===== config.mk =====
export PLATFORM = sky130hd
export DESIGN_NAME = command_prefix_completion
export DESIGN_NICKNAME = d
export VERILOG_FILES = /design/src/sv/cpc_pkg.sv /design/src/sv/cpc_store.sv /design/src/sv/cpc_front.sv /design/src/sv/cpc_queue.sv /design/src/sv/cpc_back.sv /design/src/sv/command_prefix_completion.sv
export SDC_FILE = /design/constraint.sdc
export NUM_CORES = 2
export LEC_CHECK = 0
export BUFFER_PORTS_ARGS = -buffer_cell sky130_fd_sc_hd__buf_2
export CORE_MARGIN = 10
export CORE_UTILIZATION = 40
export CTS_CLUSTER_SIZE = 25
export DETAILED_ROUTE_END_ITERATION = 12
export SLEW_MARGIN = 20
export SYNTH_ARGS = -nofsm -noshare
export SYNTH_HDL_FRONTEND = slang
export SYNTH_SLANG_ARGS = --single-unit

===== constraint.sdc =====
create_clock -name clock -period 7.7 [get_ports clock]
set_clock_uncertainty 0.1 [all_clocks]
set_input_delay 1.54 -clock clock [delete_from_list [all_inputs] [get_ports clock]]
set_output_delay 1.54 -clock clock [all_outputs]
set_load 0.02 [all_outputs]

===== src/sv/cpc_pkg.sv =====
//------------------------------------------------------------------------------
// cpc_pkg: shared types and constants for the command prefix completion block
// Holds the dictionary geometry, the transaction structs, the result codes
// and the small helper function used by the emitter.
//------------------------------------------------------------------------------
`default_nettype none

package cpc_pkg;

   localparam int ENTRIES     = 16;
   localparam int ENTRY_LEN   = 16;
   localparam int CHAR_W      = 8;
   localparam int IDX_W       = $clog2(ENTRIES);
   localparam int POS_W       = $clog2(ENTRY_LEN);
   localparam int PLEN_W      = $clog2(ENTRY_LEN + 2);
   localparam int COUNT_W     = $clog2(ENTRIES + 1);
   localparam int ROW_W       = ENTRIES * CHAR_W;
   localparam int QUEUE_DEPTH = 2;
   localparam int QPTR_W      = $clog2(QUEUE_DEPTH);

   typedef enum logic {
      REQ_WRITE = 1'b0,
      REQ_QUERY = 1'b1
   } req_kind_type;

   typedef enum logic [1:0] {
      KIND_NONE      = 2'd0,
      KIND_SUFFIX    = 2'd1,
      KIND_CANDIDATE = 2'd2
   } result_kind_type;

   typedef struct packed {
      logic              req_type;
      logic [3:0]        entry_index;
      logic [3:0]        char_position;
      logic [CHAR_W-1:0] char_value;
      logic              prefix_end;
   } req_data_type;

   typedef struct packed {
      result_kind_type   result_kind;
      logic [4:0]        match_count;
      logic [CHAR_W-1:0] suffix_char;
      logic [3:0]        candidate_index;
      logic              last_result;
   } rsp_data_type;

   typedef struct packed {
      logic              en;
      logic [POS_W-1:0]  row;
      logic [IDX_W-1:0]  lane;
      logic [CHAR_W-1:0] data;
   } store_wr_type;

   typedef struct packed {
      logic [ENTRIES-1:0] mask;
      logic [COUNT_W-1:0] count;
      logic [PLEN_W-1:0]  plen;
   } job_type;

   typedef struct packed {
      logic not_empty;
      logic full;
      logic has_suffix;
   } queue_status_type;

   typedef enum logic [1:0] {
      S1_IDLE,
      S1_CHAR,
      S1_END
   } stage_op_type;

   typedef enum logic [1:0] {
      BACK_IDLE,
      BACK_NONE,
      BACK_SUFFIX,
      BACK_LIST
   } back_state_type;

   // Index of the highest set bit; zero when the mask is empty.
   function automatic logic [IDX_W-1:0] highest_set(input logic [ENTRIES-1:0] mask);
      logic [IDX_W-1:0] idx;
      idx = '0;
      for (int i = 0; i < ENTRIES; i++) begin
         if (mask[i]) begin
            idx = IDX_W'(i);
         end
      end
      return idx;
   endfunction

endpackage

`default_nettype wire


===== src/sv/cpc_store.sv =====
//------------------------------------------------------------------------------
// cpc_store: dictionary memory
// One row per character position, one byte lane per entry. Byte writes,
// two registered read ports, and a clearing pass of one row per cycle
// after reset.
//------------------------------------------------------------------------------
`default_nettype none

module cpc_store
   import cpc_pkg::*;
(
   input  wire logic              clock,
   input  wire logic              reset,
   input  wire store_wr_type      wr,
   input  wire logic [POS_W-1:0]  rd_a_addr,
   output logic      [ROW_W-1:0]  rd_a_data,
   input  wire logic [POS_W-1:0]  rd_b_addr,
   output logic      [ROW_W-1:0]  rd_b_data,
   output logic                   clearing
);

   logic [ROW_W-1:0] store_mem [ENTRY_LEN];
   logic [POS_W:0]   clr_ff;
   logic [POS_W:0]   clr_in;
   logic [ROW_W-1:0] rd_a_data_ff;
   logic [ROW_W-1:0] rd_b_data_ff;

   // The counter stops once its top bit is set, which is after every row.
   assign clearing = ~clr_ff[POS_W];
   assign clr_in   = clearing ? clr_ff + (POS_W+1)'(1) : clr_ff;

   always_ff @(posedge clock) begin
      if (reset) begin
         clr_ff <= '0;
      end else begin
         clr_ff <= clr_in;
      end
   end

   always_ff @(posedge clock) begin
      if (clearing) begin
         store_mem[clr_ff[POS_W-1:0]] <= '0;
      end else if (wr.en) begin
         store_mem[wr.row][wr.lane*CHAR_W +: CHAR_W] <= wr.data;
      end
      rd_a_data_ff <= store_mem[rd_a_addr];
      rd_b_data_ff <= store_mem[rd_b_addr];
   end

   assign rd_a_data = rd_a_data_ff;
   assign rd_b_data = rd_b_data_ff;

endmodule

`default_nettype wire


===== src/sv/cpc_front.sv =====
//------------------------------------------------------------------------------
// cpc_front: request decoder and prefix matcher
// Routes writes to the store, narrows the match mask one prefix character
// per accepted cycle, and turns an end request into a job for the emitter.
//------------------------------------------------------------------------------
`default_nettype none

module cpc_front
   import cpc_pkg::*;
(
   input  wire logic              clock,
   input  wire logic              reset,
   input  wire logic              accept,
   input  wire req_data_type      req,
   output store_wr_type           wr,
   output logic      [POS_W-1:0]  rd_addr,
   input  wire logic [ROW_W-1:0]  rd_data,
   output logic                   push,
   output job_type                job,
   output logic                   end_pending
);

   function automatic logic [COUNT_W-1:0] popcount(input logic [ENTRIES-1:0] mask);
      logic [COUNT_W-1:0] cnt;
      cnt = '0;
      for (int i = 0; i < ENTRIES; i++) begin
         cnt = cnt + COUNT_W'(mask[i]);
      end
      return cnt;
   endfunction

   logic               accept_char;
   logic               accept_end;
   logic [PLEN_W-1:0]  plen_ff, plen_in;
   logic [ENTRIES-1:0] mask_ff, mask_in;
   stage_op_type       s1_op_ff, s1_op_in;
   logic [CHAR_W-1:0]  s1_char_ff;
   logic               s1_over_ff;
   logic [PLEN_W-1:0]  s1_plen_ff;
   logic [ENTRIES-1:0] eq_vec;

   assign accept_char = accept && (req.req_type == REQ_QUERY) && !req.prefix_end &&
                        (req.char_value != '0);
   assign accept_end  = accept && (req.req_type == REQ_QUERY) && req.prefix_end;

   always_comb begin
      wr.en   = accept && (req.req_type == REQ_WRITE);
      wr.row  = req.char_position;
      wr.lane = req.entry_index;
      wr.data = req.char_value;
   end

   // The row at the current prefix position is read as the character arrives.
   assign rd_addr = plen_ff[POS_W-1:0];

   always_comb begin
      s1_op_in = S1_IDLE;
      plen_in  = plen_ff;
      if (accept_char) begin
         s1_op_in = S1_CHAR;
         if (plen_ff <= PLEN_W'(ENTRY_LEN)) begin
            plen_in = plen_ff + PLEN_W'(1);
         end
      end else if (accept_end) begin
         s1_op_in = S1_END;
         plen_in  = '0;
      end
   end

   always_comb begin
      for (int i = 0; i < ENTRIES; i++) begin
         eq_vec[i] = (rd_data[i*CHAR_W +: CHAR_W] == s1_char_ff);
      end
   end

   always_comb begin
      mask_in = mask_ff;
      case (s1_op_ff)
         S1_CHAR: begin
            mask_in = s1_over_ff ? '0 : (mask_ff & eq_vec);
         end
         S1_END: begin
            mask_in = '1;
         end
         default: begin
            mask_in = mask_ff;
         end
      endcase
   end

   assign push        = (s1_op_ff == S1_END);
   assign end_pending = (s1_op_ff == S1_END);

   always_comb begin
      job.mask  = mask_ff;
      job.count = popcount(mask_ff);
      job.plen  = s1_plen_ff;
   end

   always_ff @(posedge clock) begin
      if (reset) begin
         plen_ff  <= '0;
         mask_ff  <= '1;
         s1_op_ff <= S1_IDLE;
      end else begin
         plen_ff  <= plen_in;
         mask_ff  <= mask_in;
         s1_op_ff <= s1_op_in;
      end
   end

   always_ff @(posedge clock) begin
      s1_char_ff <= req.char_value;
      s1_over_ff <= (plen_ff >= PLEN_W'(ENTRY_LEN));
      s1_plen_ff <= plen_ff;
   end

endmodule

`default_nettype wire


===== src/sv/cpc_queue.sv =====
//------------------------------------------------------------------------------
// cpc_queue: job queue between matcher and emitter
// A two-entry FIFO of finished queries. It also reports whether any held
// job will stream a suffix, since such a job still has to read the store.
//------------------------------------------------------------------------------
`default_nettype none

module cpc_queue
   import cpc_pkg::*;
(
   input  wire logic     clock,
   input  wire logic     reset,
   input  wire logic     push,
   input  wire job_type  push_job,
   input  wire logic     pop,
   output job_type       head,
   output queue_status_type status
);

   job_type                  q_mem [QUEUE_DEPTH];
   logic [QUEUE_DEPTH-1:0]   valid_ff, valid_in;
   logic [QPTR_W-1:0]        wr_ptr_ff, wr_ptr_in;
   logic [QPTR_W-1:0]        rd_ptr_ff, rd_ptr_in;
   logic                     suffix_any;

   always_comb begin
      valid_in  = valid_ff;
      wr_ptr_in = wr_ptr_ff;
      rd_ptr_in = rd_ptr_ff;
      if (pop) begin
         valid_in[rd_ptr_ff] = 1'b0;
         rd_ptr_in           = rd_ptr_ff + QPTR_W'(1);
      end
      if (push) begin
         valid_in[wr_ptr_ff] = 1'b1;
         wr_ptr_in           = wr_ptr_ff + QPTR_W'(1);
      end
   end

   always_comb begin
      suffix_any = 1'b0;
      for (int i = 0; i < QUEUE_DEPTH; i++) begin
         if (valid_ff[i] && (q_mem[i].count == COUNT_W'(1))) begin
            suffix_any = 1'b1;
         end
      end
   end

   assign head              = q_mem[rd_ptr_ff];
   assign status.not_empty  = valid_ff[rd_ptr_ff];
   assign status.full       = valid_ff[wr_ptr_ff];
   assign status.has_suffix = suffix_any;

   always_ff @(posedge clock) begin
      if (reset) begin
         valid_ff  <= '0;
         wr_ptr_ff <= '0;
         rd_ptr_ff <= '0;
      end else begin
         valid_ff  <= valid_in;
         wr_ptr_ff <= wr_ptr_in;
         rd_ptr_ff <= rd_ptr_in;
      end
   end

   always_ff @(posedge clock) begin
      if (push) begin
         q_mem[wr_ptr_ff] <= push_job;
      end
   end

endmodule

`default_nettype wire


===== src/sv/cpc_back.sv =====
//------------------------------------------------------------------------------
// cpc_back: result emitter
// Takes one job at a time and emits its results one per cycle: a single
// no-match result, the suffix characters of the only match, or the list
// of matching entries from the highest index down.
//------------------------------------------------------------------------------
`default_nettype none

module cpc_back
   import cpc_pkg::*;
(
   input  wire logic              clock,
   input  wire logic              reset,
   input  wire job_type           head,
   input  wire logic              head_valid,
   output logic                   pop,
   output logic      [POS_W-1:0]  rd_addr,
   input  wire logic [ROW_W-1:0]  rd_data,
   output logic                   in_suffix,
   output logic                   rsp_valid,
   output rsp_data_type           rsp_data
);

   back_state_type     state_ff, state_in;
   logic [ENTRIES-1:0] mask_ff, mask_in;
   logic [COUNT_W-1:0] count_ff, count_in;
   logic [PLEN_W-1:0]  pos_ff, pos_in;
   logic               dv_ff, dv_in;
   logic               term_ff, term_in;
   logic               have_prev_ff, have_prev_in;
   logic [CHAR_W-1:0]  prev_ff, prev_in;
   logic               rsp_valid_ff, rsp_valid_in;
   rsp_data_type       rsp_data_ff, rsp_data_in;

   logic [IDX_W-1:0]   top_idx;
   logic [ENTRIES-1:0] rest_mask;
   logic [CHAR_W-1:0]  cur_char;

   assign top_idx   = highest_set(mask_ff);
   assign rest_mask = mask_ff & ~(ENTRIES'(1) << top_idx);
   // A read past the last position acts as the terminator.
   assign cur_char  = term_ff ? '0 : rd_data[top_idx*CHAR_W +: CHAR_W];
   assign rd_addr   = pos_ff[POS_W-1:0];
   assign in_suffix = (state_ff == BACK_SUFFIX);

   // Next state.
   always_comb begin
      state_in = state_ff;
      case (state_ff)
         BACK_IDLE: begin
            if (head_valid) begin
               if (head.count == '0) begin
                  state_in = BACK_NONE;
               end else if (head.count == COUNT_W'(1)) begin
                  state_in = BACK_SUFFIX;
               end else begin
                  state_in = BACK_LIST;
               end
            end
         end
         BACK_NONE: begin
            state_in = BACK_IDLE;
         end
         BACK_SUFFIX: begin
            if (dv_ff && (cur_char == '0)) begin
               state_in = BACK_IDLE;
            end
         end
         BACK_LIST: begin
            if (rest_mask == '0) begin
               state_in = BACK_IDLE;
            end
         end
         default: begin
            state_in = BACK_IDLE;
         end
      endcase
   end

   // Outputs and datapath.
   always_comb begin
      pop          = 1'b0;
      mask_in      = mask_ff;
      count_in     = count_ff;
      pos_in       = pos_ff;
      dv_in        = dv_ff;
      term_in      = term_ff;
      have_prev_in = have_prev_ff;
      prev_in      = prev_ff;
      rsp_valid_in = 1'b0;
      rsp_data_in  = '0;
      case (state_ff)
         BACK_IDLE: begin
            if (head_valid) begin
               pop          = 1'b1;
               mask_in      = head.mask;
               count_in     = head.count;
               pos_in       = head.plen;
               dv_in        = 1'b0;
               have_prev_in = 1'b0;
            end
         end
         BACK_NONE: begin
            rsp_valid_in             = 1'b1;
            rsp_data_in.result_kind  = KIND_NONE;
            rsp_data_in.last_result  = 1'b1;
         end
         BACK_SUFFIX: begin
            // Each character is held back in prev_ff so that the next read
            // tells whether it is the last one.
            pos_in  = pos_ff + PLEN_W'(1);
            dv_in   = 1'b1;
            term_in = (pos_ff >= PLEN_W'(ENTRY_LEN));
            if (dv_ff) begin
               if (cur_char == '0) begin
                  rsp_valid_in            = 1'b1;
                  rsp_data_in.last_result = 1'b1;
                  if (have_prev_ff) begin
                     rsp_data_in.result_kind = KIND_SUFFIX;
                     rsp_data_in.match_count = 5'(1);
                     rsp_data_in.suffix_char = prev_ff;
                  end else begin
                     rsp_data_in.result_kind = KIND_NONE;
                  end
               end else begin
                  if (have_prev_ff) begin
                     rsp_valid_in            = 1'b1;
                     rsp_data_in.result_kind = KIND_SUFFIX;
                     rsp_data_in.match_count = 5'(1);
                     rsp_data_in.suffix_char = prev_ff;
                  end
                  prev_in      = cur_char;
                  have_prev_in = 1'b1;
               end
            end
         end
         BACK_LIST: begin
            rsp_valid_in                = 1'b1;
            rsp_data_in.result_kind     = KIND_CANDIDATE;
            rsp_data_in.match_count     = 5'(count_ff);
            rsp_data_in.candidate_index = 4'(top_idx);
            rsp_data_in.last_result     = (rest_mask == '0);
            mask_in                     = rest_mask;
         end
         default: begin
            pop = 1'b0;
         end
      endcase
   end

   always_ff @(posedge clock) begin
      if (reset) begin
         state_ff     <= BACK_IDLE;
         rsp_valid_ff <= 1'b0;
      end else begin
         state_ff     <= state_in;
         rsp_valid_ff <= rsp_valid_in;
      end
   end

   always_ff @(posedge clock) begin
      mask_ff      <= mask_in;
      count_ff     <= count_in;
      pos_ff       <= pos_in;
      dv_ff        <= dv_in;
      term_ff      <= term_in;
      have_prev_ff <= have_prev_in;
      prev_ff      <= prev_in;
      rsp_data_ff  <= rsp_data_in;
   end

   assign rsp_valid = rsp_valid_ff;
   assign rsp_data  = rsp_data_ff;

endmodule

`default_nettype wire


===== src/sv/command_prefix_completion.sv =====
//------------------------------------------------------------------------------
// command_prefix_completion: prefix-match autocompletion over a dictionary
// Sixteen command strings of up to sixteen characters are loaded by write
// transactions; query transactions narrow a match mask one character at a
// time, and an end transaction reports no match, the completion suffix, or
// the list of candidate entries.
//
//   Channel   Ports                      Handshake
//   request   start, busy, req_data      taken when start is high, busy low
//   response  rsp_valid, rsp_data        one cycle per result, never stalled
//
// Write and prefix-character transactions can be issued back to back. An
// end transaction spends the cycle after it is taken in the matcher stage
// and is written into the queue at the next edge. The idle emitter then
// pops the job and enters its no-match, suffix or list state; each result
// is registered before it reaches the ports, and a suffix first reads the
// store ahead of its first character. Within one query the results then
// follow one per cycle, up to sixteen, and the emitter passes through its
// idle state between queries.
// While a suffix is streaming (or queued) busy stays high, because the
// suffix must read the store as it stood at the end transaction. Candidate
// lists and no-match results run in the background behind the two-entry
// queue; busy is high in the cycle after each end transaction and
// otherwise only when that queue is full.
// After reset the store is cleared one row per cycle, so busy stays high
// until every row is cleared. The response side has no back-pressure.
//------------------------------------------------------------------------------
`default_nettype none

module command_prefix_completion
   import cpc_pkg::*;
(
   input  wire logic         clock,
   input  wire logic         reset,
   input  wire logic         start,
   output logic              busy,
   input  wire req_data_type req_data,
   output logic              rsp_valid,
   output rsp_data_type      rsp_data
);

   logic             accept;
   logic             clearing;
   store_wr_type     store_wr;
   logic [POS_W-1:0] match_rd_addr;
   logic [ROW_W-1:0] match_rd_data;
   logic [POS_W-1:0] emit_rd_addr;
   logic [ROW_W-1:0] emit_rd_data;
   logic             job_push;
   job_type          job_new;
   logic             end_pending;
   logic             job_pop;
   job_type          job_head;
   queue_status_type q_status;
   logic             in_suffix;

   // An end transaction waits in the matcher stage before it is queued, so
   // busy covers that time too; otherwise a following write could slip
   // in ahead of a suffix read.
   assign busy   = clearing || q_status.full || end_pending ||
                   q_status.has_suffix || in_suffix;
   assign accept = start && !busy;

   cpc_store u_store (
      .clock     (clock),
      .reset     (reset),
      .wr        (store_wr),
      .rd_a_addr (match_rd_addr),
      .rd_a_data (match_rd_data),
      .rd_b_addr (emit_rd_addr),
      .rd_b_data (emit_rd_data),
      .clearing  (clearing)
   );

   cpc_front u_front (
      .clock       (clock),
      .reset       (reset),
      .accept      (accept),
      .req         (req_data),
      .wr          (store_wr),
      .rd_addr     (match_rd_addr),
      .rd_data     (match_rd_data),
      .push        (job_push),
      .job         (job_new),
      .end_pending (end_pending)
   );

   cpc_queue u_queue (
      .clock    (clock),
      .reset    (reset),
      .push     (job_push),
      .push_job (job_new),
      .pop      (job_pop),
      .head     (job_head),
      .status   (q_status)
   );

   cpc_back u_back (
      .clock      (clock),
      .reset      (reset),
      .head       (job_head),
      .head_valid (q_status.not_empty),
      .pop        (job_pop),
      .rd_addr    (emit_rd_addr),
      .rd_data    (emit_rd_data),
      .in_suffix  (in_suffix),
      .rsp_valid  (rsp_valid),
      .rsp_data   (rsp_data)
   );

endmodule

`default_nettype wire


==> reports/qor.log <==
[global_route] number of antenna violations at the first check in global routing 22
[worst_setup_path] startpoint of the worst-slack reg-to-reg timing path u_store.clr_ff[4]
[hold_path] hold crit path type reg -> reg
[timing] max-slew violation total from the final report 0
[place] input/output buffers 42
[hold_path] origin of the worst min-delay path u_front.s1_plen_ff[4]
[drt] number of routed nets with antenna violations 0
[drt] number of DRC markers in iteration 0 7,316
[logic_synthesis] Post-Synthesis Net Count 5,468
[final_layout] area of all placed cells without fillers 122,000 um2
[clocking] Resize count post-CTS 0
[clocking] number of levels the H-tree was split into 5
[die] vertical die dimension 541 um
[logic_synthesis] leading register cell type out of synthesis edfxtp_1
[drt] post-detailed-route wirelength per cell 35.1 um
[timing] shortest clock period the worst path allows after layout 5800 ps
[logic_synthesis] Synth async-reset ratio 0%
[drt] vias after detailed routing 58,600
[logic_synthesis] top cell type by total area after synthesis edfxtp_1
[timing] final count of hold timing violations 0
[pwr] switching share of power 20.9%
[place] half-perimeter wire length of the detailed placement result 217,000 um
[worst_setup_path] source of the critical timing path req_data[16]
[timing] final setup fails 0
[clocking] CTS Hold Bufs 0
[logic_synthesis] Unique masters post-synth 67
[die] die width 541 um
[pwr] Logic pwr share 3.1%
[drt] Post-Route WL 328,000 um
[logic_synthesis] post-synthesis register bit count 2,463
[clocking] number of post-CTS setup repair buffers 0
[timing] Post-Route Setup TNS 0 ps
[global_route] GRT Residual Overflow 0
[timing] Slew headroom 14.7%
[final_layout] utilization after layout 45.2%
[pwr] overall power consumption 28.4 mW
[final_layout] signed area change from the synthesized netlist to the final layout 12.7%
[die] number of cell rows 191
[drt] average vias per placed instance 6.28
[place] placed standard-cell area 114,000 um2
[place] Post-Place Setup Slack 1020 ps
[status] result of the run completed
[logic_synthesis] number of instances in the synthesized netlist 5,421
[pwr] register share of total power 52.2%
[pwr] Clk pwr share 44.8%
[pwr] internal power 22.5 mW
[logic_synthesis] Post-synth top cells edfxtp_1, mux4_2, nor2_1, dfxtp_1, clkbuf_1
[timing] maximum operating frequency 172 MHz
[logic_synthesis] Mapped Avg Cell Area 20.0 um2
[clocking] CTS sink count 2,463
[pwr] Net Switching 5.94 mW
[clocking] clock tree root buffer cell clkbuf_16
[worst_setup_path] Data arrival, critical path 6280 ps
[final_layout] nets 5,584
[worst_setup_path] critical path class in -> reg
[timing] slack of the critical path 1900 ps
[drt] DRT Pass-1 Iters 6
[logic_synthesis] number of warnings reported in the yosys synthesis log 0
[clocking] clk_lat worst skew 960 ps
[die] Die Footprint 293,000 um2
[timing] worst-margin pin slew 1280 ps
[logic_synthesis] top-count cell post-synth edfxtp_1
[clocking] maximum clock path buffer count 4
[clocking] number of buffers added by the clock tree synthesis step 276
[global_route] largest net degree at the start of global routing 138
[place] RD Place Congestion 0.915
[worst_setup_path] Crit path required time 8170 ps
[global_route] via count of the first global-routing pass 58,700
[logic_synthesis] most area-consuming cells after synthesis edfxtp_1, mux4_2, dfxtp_1, nor2_1, clkbuf_1
[drt] Post-route DRC 0
[pwr] Cell Pwr Density 232 nW/um2
[final_layout] share of cells above drive strength 1 35.1%
[timing] setup repair after global routing missed its margin no
[global_route] all-layer global routing usage 21.9%
[global_route] wire length of the first global-routing pass 459,000 um
[timing] share of the cycle needed by the critical path after routing 75.4%
[logic_synthesis] share of the synthesized area in the top cell type 59.1%
[clocking] clock transition at the registers of the reported paths 60 ps
[die] initial cell density of the core 40.1%
[worst_setup_path] peak fanout along the critical path 11
[worst_setup_path] Critical Path Sink Type flop
[clocking] TritonCTS clock tree built
[die] I/O pins 43
[die] Core Box Area 271,000 um2
[worst_setup_path] Critical Path Source Type input port
[logic_synthesis] share of the yosys chip area belonging to registers 65.1%
[logic_synthesis] netlist area before placement 109,000 um2
[logic_synthesis] number of synthesized flops with an enable pin 2,137
[flow_run] total of max-cap violations 0
[pwr] leakage power summed over all cells 41.5 nW
[pwr] peak supply drop 0.000192 V
-- final timing paths --
kind	cells past startpoint	slack, ps	to
min	0	330	u_queue.q_mem[0][4]
max	14	1900	u_store.store_mem[2][105]
max reg2reg	12	1960	u_store.store_mem[0][69]
min reg2reg	0	330	u_queue.q_mem[0][4]
-- flip-flops by register name, summed over array words and instances, names as in the netlist, 8 cells and up, named ones only --
signal / flops
u_back.mask_ff: 16
u_back.prev_ff: 8
u_back.rsp_data: 20
u_front.mask_ff: 16
u_front.s1_char_ff: 8
u_queue.q_mem: 52
u_store.rd_a_data: 128
u_store.rd_b_data: 128
u_store.store_mem: 2048
-- critical path, cell delays in order --
cell,delay (ps)
buf_2,250
inv_1,80
ha_1,460
nor2_1,100
and4_1,340
a31o_2,270
a21oi_1,100
nand3_1,90
a22oi_2,460
buf_4,360
mux2i_4,360
nand2_2,710
buf_4,490
nor2_1,620
-- placed cells by master (no fill, tap or decap), types with 19 or more instances in the layout --
cell type / Yosys / final
a211oi_1: 22 / 21
a21oi_1: 34 / 29
a31oi_1: 38 / 35
and2_1: 39 / 39
and3_1: 28 / 28
buf_2: 23 / 42
buf_4: 2 / 190
clkbuf_1: 278 / 59
clkbuf_16: 0 / 284
clkinv_1: 0 / 44
clkinv_2: 0 / 37
dfxtp_1: 326 / 313
diode_2: 0 / 19
edfxtp_1: 2137 / 2137
inv_1: 46 / 46
mux2i_1: 25 / 25
mux4_2: 1280 / 1280
nand2_1: 85 / 82
nand3_1: 41 / 41
nand4_1: 23 / 23
nor2_1: 414 / 378
nor2_2: 0 / 36
nor3_1: 52 / 52
o21ai_0: 45 / 45
o31ai_1: 22 / 22
xnor2_1: 110 / 110
xor2_1: 29 / 29
-- power by group through the flow --
stage               Sequential (mW)  Combinational (mW)  Clock (mW)
floorplan                      15.0               0.528           0
global placement               15.1               0.856           0
detailed placement             15.1               0.865           0
CTS                            14.8               0.869        12.9
global route                   14.8               0.905        13.4
finish                         14.8               0.874        12.7
-- stage by stage --
stage / hold slack, ps / std cells
finish: 330 / 9327
CTS: 328 / 9308
detailed placement: 315 / 8829
global route: 345 / 9310
floorplan: 229 / 5421
global placement: 306 / 8829
-- layer usage --
layer / track usage [%] / vias to the layer above / share of wire (%)
met5: 0 / - / 0.014
met4: 8.33 / 6 / 4.4
met3: 4.80 / 630 / 8.9
met2: 35.1 / 3085 / 48
met1: 29.5 / 31700 / 39
li1: - / 23100 / -
-- area by class of cell --
cell class	count	area, um2
clock inverters	121	1070
inverters	47	176
flip-flops and latches	2463	70700
fillers	22700	148000
repair buffers	248	1960
diodes	19	47.5
well taps	3570	4470
multi-input cells	2501	36300
clock buffers	358	7530
-- kinds of logic after synthesis --
group           share of synthesized area, %
mux                                     27.0
simple gates                            3.32
compound gates                          1.46
xor+xnor                                1.12
flops                                   65.1
fa+ha+maj                              0.369
buf+inv                                 1.63
(Power assumes the default switching activity.)
